--- src/hw/rtl/imuta_ram.sv ---
`default_nettype none
module imuta_ram #(
  parameter int WIDTH = 8,
  parameter int DEPTH = 16
) (
  input  wire logic                     clk,
  input  wire logic                     we,
  input  wire logic [$clog2(DEPTH)-1:0] waddr,
  input  wire logic [WIDTH-1:0]         wdata,
  input  wire logic [$clog2(DEPTH)-1:0] raddr,
  output logic      [WIDTH-1:0]         rdata
);

  logic [WIDTH-1:0] mem [DEPTH];

  always_ff @(posedge clk) begin
    if (we) begin
      mem[waddr] <= wdata;
    end
    rdata <= mem[raddr];
  end

endmodule
`default_nettype wire

--- config.mk ---
export PLATFORM = sky130hd
export DESIGN_NAME = imuta_ram
export DESIGN_NICKNAME = d
export VERILOG_FILES = /design/src/hw/rtl/imuta_ram.sv
export SDC_FILE = /design/constraint.sdc
export NUM_CORES = 1
export LEC_CHECK = 0
export ABC_AREA = 1
export BUFFER_PORTS_ARGS = -buffer_cell sky130_fd_sc_hd__buf_2
export CAP_MARGIN = 25
export CORE_MARGIN = 2
export CORE_UTILIZATION = 50
export CTS_CLUSTER_SIZE = 12
export DETAILED_ROUTE_END_ITERATION = 10
export PLACE_DENSITY = 0.72
export SLEW_MARGIN = 30
export SYNTH_ARGS = -nofsm -noshare
export SYNTH_HDL_FRONTEND = slang
export SYNTH_SLANG_ARGS = --single-unit
export TNS_END_PERCENT = 10
--- constraint.sdc ---
create_clock -name clk -period 1.3 [get_ports clk]
set_clock_uncertainty 0.05 [all_clocks]
set_input_delay 0.13 -clock clk [delete_from_list [all_inputs] [get_ports clk]]
set_output_delay 0.13 -clock clk [all_outputs]
set_load 0.05 [all_outputs]
==> impl_metrics.ini <==
[critical_path]
worstSetupPathType = reg2out
path_cells = buf_2
cp_data_arrival_time_ns = 1.05
cp.buffers_inverters = 1
cp.required_ns = 1.12
path_max_fanout = 1
cp_top_family = flip-flops
crit_path_end_kind = output pin
cp_slowest_cell = dfxtp_1
worstSetupStartpointType = flop
cpPeakStageDelay_ns = 0.36

[power]
internal_power_uw = 8331
p_leak_uw = 0.002980
p_seq_share_pct = 46.3
p_comb_share_pct = 6.8
swShare_pct = 21.79
switchingPower_uw = 2321
p_total_uw = 10650
clockPowerShare_pct = 46.9
power.density_mw_per_mm2 = 1567
vdd_drop_max_mv = 0.9780

[clock_network]
cts_hold_buf = 0
ctsResizeCount = 0
cts_tree = yes
postCtsSetupBuffers = 0
clk_path_buf_depth = 2
cts_buffers = 17
h-tree-depth = 4
clk_pin_slew_worst_paths_ns = 0.06
cts.sinks = 136
clk_latency_ns = 0.40
root_buffer = clkbuf_16

[synth]
ys_seq_area_share_pct = 69.43
yosys.area.top_type = edfxtp_1
yosysWarnings = 0
synthFlopType = edfxtp_1
synth_commonest_cells = nand2_1, edfxtp_1, inv_1, nand3_1, nor2_1
synth_area_leaders = edfxtp_1, nand2_1, nand3_1
synth_top_area_share_pct = 66.65
ys_types = 12
syn_area_per_cell_um2 = 10.47
synthCells = 551
yosysMostFrequentCell = nand2_1
synth_seq_cells = 136
synth-async-reset-ratio_pct = 0
syn-num-nets = 569
synth_edf_count = 128
netlist_area_mm2 = 0.005767

[final_layout]
syn_to_final_growth_pct = 17.88
final_nets = 618
final_area_mm2 = 0.006798
final_cells = 756
diodes = 0
drive_gt1_share_pct = 14.19

[floorplanning]
placeableCoreArea_mm2 = 0.01132
die_y_um = 111.4
io_pins = 26
initial_utilization_pct = 50.94
die_area_mm2 = 0.01241
die_w_um = 111.4
placementRows = 39

[timing]
clock.fmax_mhz = 816.0
maxSlewHeadroom_pct = 72.93
rsz0062_at_grt = no
hold_viol = 0
fin_tns_setup_ns = 0
maxSlewViolCount = 0
whs_ns = 0.08898
finalCriticalPeriod_ns = 1.225
worstMarginPinSlew_ns = 0.4060
finalSetupViolCount = 0
fin_crit_sh_pct = 94.27

[place]
dp_hpwl_um = 7996
place_inst = 724
io_buffers = 25
place_area_mm2 = 0.006172
place.gp.congestion = 0.9745

[routing]
vias = 3890
wl_um = 12510
drt-vias-per-instance = 5.146
first_pass_iters = 5
drtIter0Drc = 411
wire_per_inst_um = 16.55
ant_nets = 0
drc = 0

[grt]
grt_use_total_pct = 21.08
first_global_vias = 3807
grt_pass1_wl_um = 19810
grt_max_degree = 36
antenna_found_initial = 0
overflow = 0

[status]
status = completed

[job]
cap_viol_max_count = 0

[worst_hold_path]
hp-class = in2reg
-- placed cells by master (no fill, tap or decap), drive strengths merged --
cell	n
dfxtp	8
bufinv	4
buf	54
clkinv	4
clkbuf	18
nand2	173
nor2	17
clkinvlp	3
inv	105
nand3	97
nand3b	2
edfxtp	128
-- area by class of cell --
type / instances / area (um2)
timing repair buffer: 54 / 392.9
fill: 891 / 4523
inverter: 102 / 382.9
multi-input combinational: 289 / 1214
tap: 143 / 178.9
sequential: 136 / 4004
clock inverter: 14 / 196.4
clock buffer: 18 / 429.2
-- stage by stage --
stage,util (%),worst slack (ns)
finish,60.05,0.07454
global route,60.05,0.03500
CTS,60.05,0.03244
detailed placement,54.52,0.02499
global placement,54.52,0.06085
floorplan,-,0.1692
-- power groups by stage --
stage          Combinational (uW)  Sequential, uW  Clock [uW]
2_1_floorplan                 346            5120           0
3_3_place_gp                  699            5030           0
3_5_place_dp                  714            5030           0
4_1_cts                       720            4940        5040
5_1_grt                       783            4940        5260
6_report                      720            4940        5000
-- path summary, 6_finish.rpt --
| kind | depth (start not counted) | end | start | slack [ns] |
|---|---|---|---|---|
| max | 1 | rdata[1] | rdata[1] | 0.07 |
| min | 1 | mem[0][4] | wdata[4] | 0.09 |
| max reg2reg | 6 | rdata[7] | mem[5][7] | 0.21 |
| min reg2reg | 6 | rdata[1] | mem[2][1] | 0.60 |
-- cell families after synthesis --
kind of cell | share of synthesized area (%)
simple gates | 21.05
flops | 69.43
buf+inv | 9.525
-- sequential cells by signal, indices dropped and copies added (netlist names) --
| register | cells |
|---|---|
| mem | 128 |
| rdata | 8 |
-- metal layers --
metal,share of wire [%],vias up,wire [um],track usage [%]
met1,40,1840,4977,27.14
met2,50,167,6264,34.92
met4,1.4,0,177,8.313
met5,0,-,0,0
li1,-,1869,-,-
met3,8.7,14,1094,5.008
No activity file was read; power rests on OpenSTA's default activity.
