$ cat config.mk
export PLATFORM = sky130hd
export DESIGN_NAME = imuta_interp
export DESIGN_NICKNAME = d
export VERILOG_FILES = /design/src/hw/rtl/imuta_pkg.sv /design/src/hw/rtl/imuta_interp.sv
export SDC_FILE = /design/constraint.sdc
export NUM_CORES = 2
export LEC_CHECK = 0
export ABC_CLOCK_PERIOD_IN_PS = 14800
export BUFFER_PORTS_ARGS = -buffer_cell sky130_fd_sc_hd__buf_4
export CAP_MARGIN = 20
export CELL_PAD_IN_SITES_DETAIL_PLACEMENT = 1
export CELL_PAD_IN_SITES_GLOBAL_PLACEMENT = 2
export CORE_MARGIN = 8
export CORE_UTILIZATION = 41
export DETAILED_ROUTE_END_ITERATION = 7
export MAX_ROUTING_LAYER = met4
export PLACE_DENSITY_LB_ADDON = 0.1
export SLEW_MARGIN = 20
export SYNTH_ARGS = -nofsm -noshare
export SYNTH_HDL_FRONTEND = slang
export SYNTH_SLANG_ARGS = --single-unit
$ cat constraint.sdc
create_clock -name clk -period 14.8 [get_ports clk]
set_clock_uncertainty 0.05 [all_clocks]
set_input_delay 2.96 -clock clk [delete_from_list [all_inputs] [get_ports clk]]
set_output_delay 2.96 -clock clk [all_outputs]
set_load 0.01 [all_outputs]
$ cat src/hw/rtl/imuta_pkg.sv
`default_nettype none
package imuta_pkg;

  localparam int TIME_W            = 48;
  localparam int VEC_W             = 32;
  localparam int QUEUE_DEPTH_DEF   = 16;

  localparam logic OP_ACCEL = 1'b0;
  localparam logic OP_GYRO  = 1'b1;

  // one queue entry: timestamp and three axes
  typedef struct packed {
    logic [TIME_W-1:0]       t;
    logic signed [VEC_W-1:0] x;
    logic signed [VEC_W-1:0] y;
    logic signed [VEC_W-1:0] z;
  } entry_t;

  // request to the interpolation unit: g1 + round((g0 - g1) * w / d)
  typedef struct packed {
    logic signed [VEC_W-1:0] g0;
    logic signed [VEC_W-1:0] g1;
    logic [TIME_W-1:0]       w;
    logic [TIME_W-1:0]       d;
  } interp_req_t;

endpackage
`default_nettype wire

$ cat src/hw/rtl/imuta_interp.sv
`default_nettype none
module imuta_interp (
  input  wire logic                      clk,
  input  wire logic                      rst_n,
  input  wire logic                      start,
  input  wire imuta_pkg::interp_req_t    req,
  output logic                           done,
  output logic signed [imuta_pkg::VEC_W-1:0] res
);

  localparam int MW = imuta_pkg::VEC_W + 1;          // magnitude of difference
  localparam int TW = imuta_pkg::TIME_W;
  localparam int HW = TW / 2;
  localparam int PW = MW + TW;                        // full product
  localparam int PPW = MW + HW;                       // one partial product

  localparam logic [2:0] U_IDLE = 3'd0;
  localparam logic [2:0] U_MUL0 = 3'd1;
  localparam logic [2:0] U_MUL1 = 3'd2;
  localparam logic [2:0] U_DINI = 3'd3;
  localparam logic [2:0] U_DIV  = 3'd4;
  localparam logic [2:0] U_RND  = 3'd5;
  localparam logic [2:0] U_DONE = 3'd6;

  logic [2:0]   state_r;
  logic [MW-1:0] mag_r;
  logic [TW-1:0] w_r, d_r;
  logic          neg_r;
  logic signed [imuta_pkg::VEC_W-1:0] g1_r;
  logic [PW-1:0] prod_r;
  logic [TW-1:0] rem_r;
  logic [MW-1:0] sh_r;
  logic [5:0]    cnt_r;
  logic signed [imuta_pkg::VEC_W-1:0] res_r;

  logic signed [MW-1:0] diff;
  logic [PPW-1:0] pp;
  logic [TW:0]    trial;
  logic [TW:0]    rem2;
  logic [MW:0]    q_rnd;
  logic signed [MW+1:0] sum;

  always_comb begin
    diff = MW'(req.g0) - MW'(req.g1);
    pp   = PPW'(mag_r) * PPW'((state_r == U_MUL0) ? w_r[HW-1:0] : w_r[TW-1:HW]);
    trial = {rem_r, sh_r[MW-1]};
    rem2  = {rem_r, 1'b0};
    q_rnd = {1'b0, sh_r} + ((rem2 >= {1'b0, d_r}) ? (MW+1)'(1) : (MW+1)'(0));
    sum   = neg_r ? ((MW+2)'(g1_r) - (MW+2)'(q_rnd)) : ((MW+2)'(g1_r) + (MW+2)'(q_rnd));
  end

  always_ff @(posedge clk) begin
    if (!rst_n) begin
      state_r <= U_IDLE;
    end else begin
      case (state_r)
        U_IDLE: begin
          if (start) begin
            g1_r  <= req.g1;
            w_r   <= req.w;
            d_r   <= req.d;
            neg_r <= diff[MW-1];
            mag_r <= diff[MW-1] ? MW'(-diff) : MW'(diff);
            if (req.d == '0) begin
              res_r   <= req.g1;
              state_r <= U_DONE;
            end else begin
              state_r <= U_MUL0;
            end
          end
        end
        U_MUL0: begin
          prod_r  <= PW'(pp);
          state_r <= U_MUL1;
        end
        U_MUL1: begin
          prod_r  <= prod_r + (PW'(pp) << HW);
          state_r <= U_DINI;
        end
        U_DINI: begin
          // upper bits are below d since w <= d
          rem_r   <= prod_r[PW-1:MW];
          sh_r    <= prod_r[MW-1:0];
          cnt_r   <= 6'(MW);
          state_r <= U_DIV;
        end
        U_DIV: begin
          if (trial >= {1'b0, d_r}) begin
            rem_r <= TW'(trial - {1'b0, d_r});
            sh_r  <= {sh_r[MW-2:0], 1'b1};
          end else begin
            rem_r <= trial[TW-1:0];
            sh_r  <= {sh_r[MW-2:0], 1'b0};
          end
          cnt_r <= cnt_r - 6'd1;
          if (cnt_r == 6'd1) begin
            state_r <= U_RND;
          end
        end
        U_RND: begin
          if (sum > (MW+2)'(signed'(32'sh7fffffff))) begin
            res_r <= 32'sh7fffffff;
          end else if (sum < (MW+2)'(signed'(-32'sh80000000))) begin
            res_r <= -32'sh80000000;
          end else begin
            res_r <= sum[imuta_pkg::VEC_W-1:0];
          end
          state_r <= U_DONE;
        end
        U_DONE: begin
          state_r <= U_IDLE;
        end
        default: state_r <= U_IDLE;
      endcase
    end
  end

  assign done = (state_r == U_DONE);
  assign res  = res_r;

endmodule
`default_nettype wire

==> reports/qor.log <==
[layout] filler instances 14484
[worst_setup_path] CP arrival 12.54 ns
[layout] Multi-input gate area 36200 sq um
[floorplan] I/O pin cnt 196
[worst_setup_path] Slowest Stage Delay on Critical Path 0.76 ns
[floorplan] die area 137000 sq um
[placement] last weighted congestion value of the routability-driven placer 0.877
[route] 1st-iter DRT viols 2240
[synth] number of enable-type register cells in the synthesized netlist 362
[global_routing] global-route wire length before repair 259 mm
[floorplan] Die Ht 370 microns
[floorplan] area of the core 125000 sq um
[worst_setup_path] slowest cell on the critical path mux2_2
[synth] dominant register cell in the synthesized netlist edfxtp_1
[worst_setup_path] most frequent cell on the critical path fa_1
[route] drt via density 5.43
[clocking] root buffer cell clkbuf_16
[synth] Yosys Warn Count 0
[timing] fraction of the cycle the final worst path needs 82.7%
[hold_path] type of the most critical hold path flip-flop to flip-flop
[timing] number of failing hold endpoints at the final stage 0
[timing] Max transition margin 25.2%
[clocking] CTS Buf Count 49
[clocking] number of levels in the clock H-tree 2
[clocking] Resize count post-CTS 0
[clocking] number of clock sinks 365
[clocking] later-pin clock latency in the skew report 0.65 ns
[run] MaxCap Viol Count 0
[hold_path] worst hold endpoint sh_r[2]$_DFFE_PP_
[synth] FFs w/ async S/R, synth 0%
[timing] actual transition at the worst max-transition pin 1.09 ns
[global_routing] largest net degree at the start of global routing 77
[synth] synthesis-stage register bit count 365
[timing] Slew Limit Fails 0
[clocking] number of hold buffers added after CTS 0
[synth] Post-Syn Nets 6899
[layout] area delta synth->final 9.24%
[clocking] clock transition time at the flip-flop clock pins of the worst setup and hold paths 0.06 ns
[layout] Sequential Area 10900 sq um
[synth] register area share after synthesis 21.2%
[worst_setup_path] R2R cell count 39
[worst_setup_path] Critical R2R Launch state_r[0]$_SDFFE_PN0P_
[floorplan] effective utilization at floorplan 41.1%
[timing] setup violation total in the final timing report 0
[placement] I/O Buffers 195
[worst_setup_path] required arrival time at the worst endpoint 15.10 ns
[layout] total number of nets in the final design 6931
[timing] Fmax achieved 81.7 MHz
[layout] most frequent standard cell in the layout excluding fill and tap cells inv_1
[worst_setup_path] setup slack on the worst flop-to-flop path 2.56 ns
[status] outcome finished, final reports clean
[synth] count of mapped cells out of synthesis 5693
[layout] fraction of layout cells with a size suffix above 1 7.39%
[route] vias post-DR 40299
[layout] commonest non-fill, non-tap cells in the layout inv_1 (887), nand2_1 (850), fa_1 (684)
[worst_setup_path] crit path buf inv count 7
[hold_path] worst hold stages 2
[clocking] Max Buffers Root-to-Sink 3
[global_routing] initial antenna violation count 1
[worst_setup_path] startpoint type of the worst setup path flip-flop
[floorplan] # rows 130
[placement] Placement Cell Area 54400 sq um
[hold_path] startpoint of the tightest hold check path prod_r[2]$_DFFE_PP_
[route] total detailed-routing wirelength 166 mm
[route] number of nets with antenna violations after routing 0
[worst_setup_path] largest driver fanout on the critical path 33
[worst_setup_path] terminus of the critical flop-to-flop path prod_r[78]$_SDFFCE_PN0P_
[placement] Post-DP HPWL 130 mm
[global_routing] overall global routing resource usage 24.8%
[clocking] setup bufs post-CTS 0
[worst_setup_path] critical path class flip-flop to flip-flop
[layout] cell area after layout 56200 sq um
[timing] time the final worst path needs with I/O delays and setup 12.24 ns
[worst_setup_path] nature of the critical path endpoint flip-flop
[timing] setup repair after global routing missed its margin false
[global_routing] residual overflow from global routing 0
[route] 1st-pass router iterations 5
[route] number of design rule violations left after detail routing 0
[timing] summed negative setup slack over all endpoints 0 ns
[placement] post-placement setup slack 2.73 ns
[clocking] CTS tree done
[synth] per-instance average area after synthesis 9.04 sq um
[global_routing] vias in the first global route 44368
[synth] count of cell types in the netlist 90
[timing] final setup margin 2.56 ns
[worst_setup_path] family with the most delay on the worst path adder cells
[synth] Post-Syn Area 51400 sq um
[floorplan] floorplan die width 370 microns
[route] routed length per instance 22.3 microns
==> worst max-delay path by stage <==
| stage | from | end | slack, ns | cells after the start |
|---|---|---|---|---|
| 6_report | state_r[0]$_SDFFE_PN0P_ | prod_r[78]$_SDFFCE_PN0P_ | 2.56 | 39 |
| 5_1_grt | state_r[0]$_SDFFE_PN0P_ | prod_r[78]$_SDFFCE_PN0P_ | 1.85 | 38 |
| 4_1_cts | state_r[0]$_SDFFE_PN0P_ | prod_r[78]$_SDFFCE_PN0P_ | 2.59 | 39 |
| 3_5_place_dp | state_r[0]$_SDFFE_PN0P_ | prod_r[78]$_SDFFCE_PN0P_ | 2.73 | 39 |
| 3_3_place_gp | state_r[0]$_SDFFE_PN0P_ | prod_r[78]$_SDFFCE_PN0P_ | 2.78 | 39 |
| 2_1_floorplan | state_r[1]$_SDFFE_PN0P_ | prod_r[77]$_SDFFCE_PN0P_ | 4.22 | 42 |
==> kinds of logic after synthesis <==
group,share of synthesized area [%]
xor+xnor,4.74
buf+inv,8.54
fa+ha+maj,35.4
flops,21.2
mux,1.28
compound gates,11.5
simple gates,17.3
==> flip-flops by register name (all words and copies together), names as in the netlist <==
signal   flops
cnt_r        6
rem_r       48
state_r      3
neg_r        1
d_r         48
g1_r        32
sh_r        33
prod_r      81
w_r         48
res         32
mag_r       33
==> cells in the mapped netlist, types with 14 or more instances <==
| cell | number | area share, % |
|---|---|---|
| xnor2_1 | 179 | 3.0 |
| and2_1 | 248 | 3.0 |
| o31ai_1 | 22 | 0.32 |
| clkbuf_1 | 249 | 1.8 |
| mux2i_1 | 24 | 0.47 |
| o211ai_1 | 35 | 0.51 |
| nand3_1 | 71 | 0.69 |
| edfxtp_1 | 362 | 21 |
| nand2_1 | 851 | 6.2 |
| xor2_1 | 97 | 1.7 |
| nor3_1 | 52 | 0.51 |
| nor2_1 | 233 | 1.7 |
| fa_1 | 684 | 27 |
| nand4_1 | 55 | 0.67 |
| a21o_1 | 150 | 2.2 |
| and3_1 | 38 | 0.46 |
| or2_2 | 15 | 0.18 |
| o21ai_0 | 181 | 1.8 |
| nor4_1 | 25 | 0.30 |
| ha_1 | 359 | 8.7 |
| a31oi_1 | 47 | 0.57 |
| a211oi_1 | 22 | 0.32 |
| nor2b_1 | 124 | 1.5 |
| or3_1 | 18 | 0.22 |
| o21bai_1 | 33 | 0.48 |
| mux2_2 | 36 | 0.79 |
| inv_1 | 887 | 6.5 |
| o21a_1 | 37 | 0.54 |
| and4_1 | 18 | 0.31 |
| buf_2 | 14 | 0.14 |
| a211o_1 | 16 | 0.27 |
| a21oi_1 | 298 | 2.9 |
| nand2b_1 | 46 | 0.56 |
==> stage by stage <==
step | hold WS [ns] | util [%] | instances
floorplan | 0.441 | - | 5693
CTS | 0.473 | 44.9 | 7411
global route | 0.491 | 44.9 | 7415
global placement | 0.451 | 43.5 | 7321
detailed placement | 0.461 | 43.5 | 7321
finish | 0.469 | 44.9 | 7415
==> routing by layer <==
metal	share of wire (%)	up-vias	GRT usage, %
li1	-	18586	-
met1	44	20649	31.7
met2	48	823	41.3
met3	4.4	241	3.30
met4	3.2	0	7.19
met5	0	-	-
==> worst reg2reg max path: cells and delay by family, from the launching register on <==
family,cells,cell delay [ns]
adders and majority gates,9,4.47
AOI/OAI and AO/OA,14,2.79
and+or+nand+nor,6,1.51
buffers and inverters,7,1.04
muxes,1,0.80
xor gates and xnor gates,2,0.75
DFF,1,0.54
==> area by class of cell <==
| class | instances | share of cell area [%] |
|---|---|---|
| multi-input combinational | 4166 | 64.5 |
| clock inverter | 35 | 0.746 |
| sequential | 365 | 19.5 |
| inverter | 887 | 5.93 |
| timing repair buffer | 256 | 3.50 |
| antenna | 1 | 0.00445 |
| clock buffer | 55 | 2.22 |
| tap | 1650 | 3.67 |
Power is not shown: default switching activity piles up to over one toggle a cycle in this logic, so the estimate is an artifact.
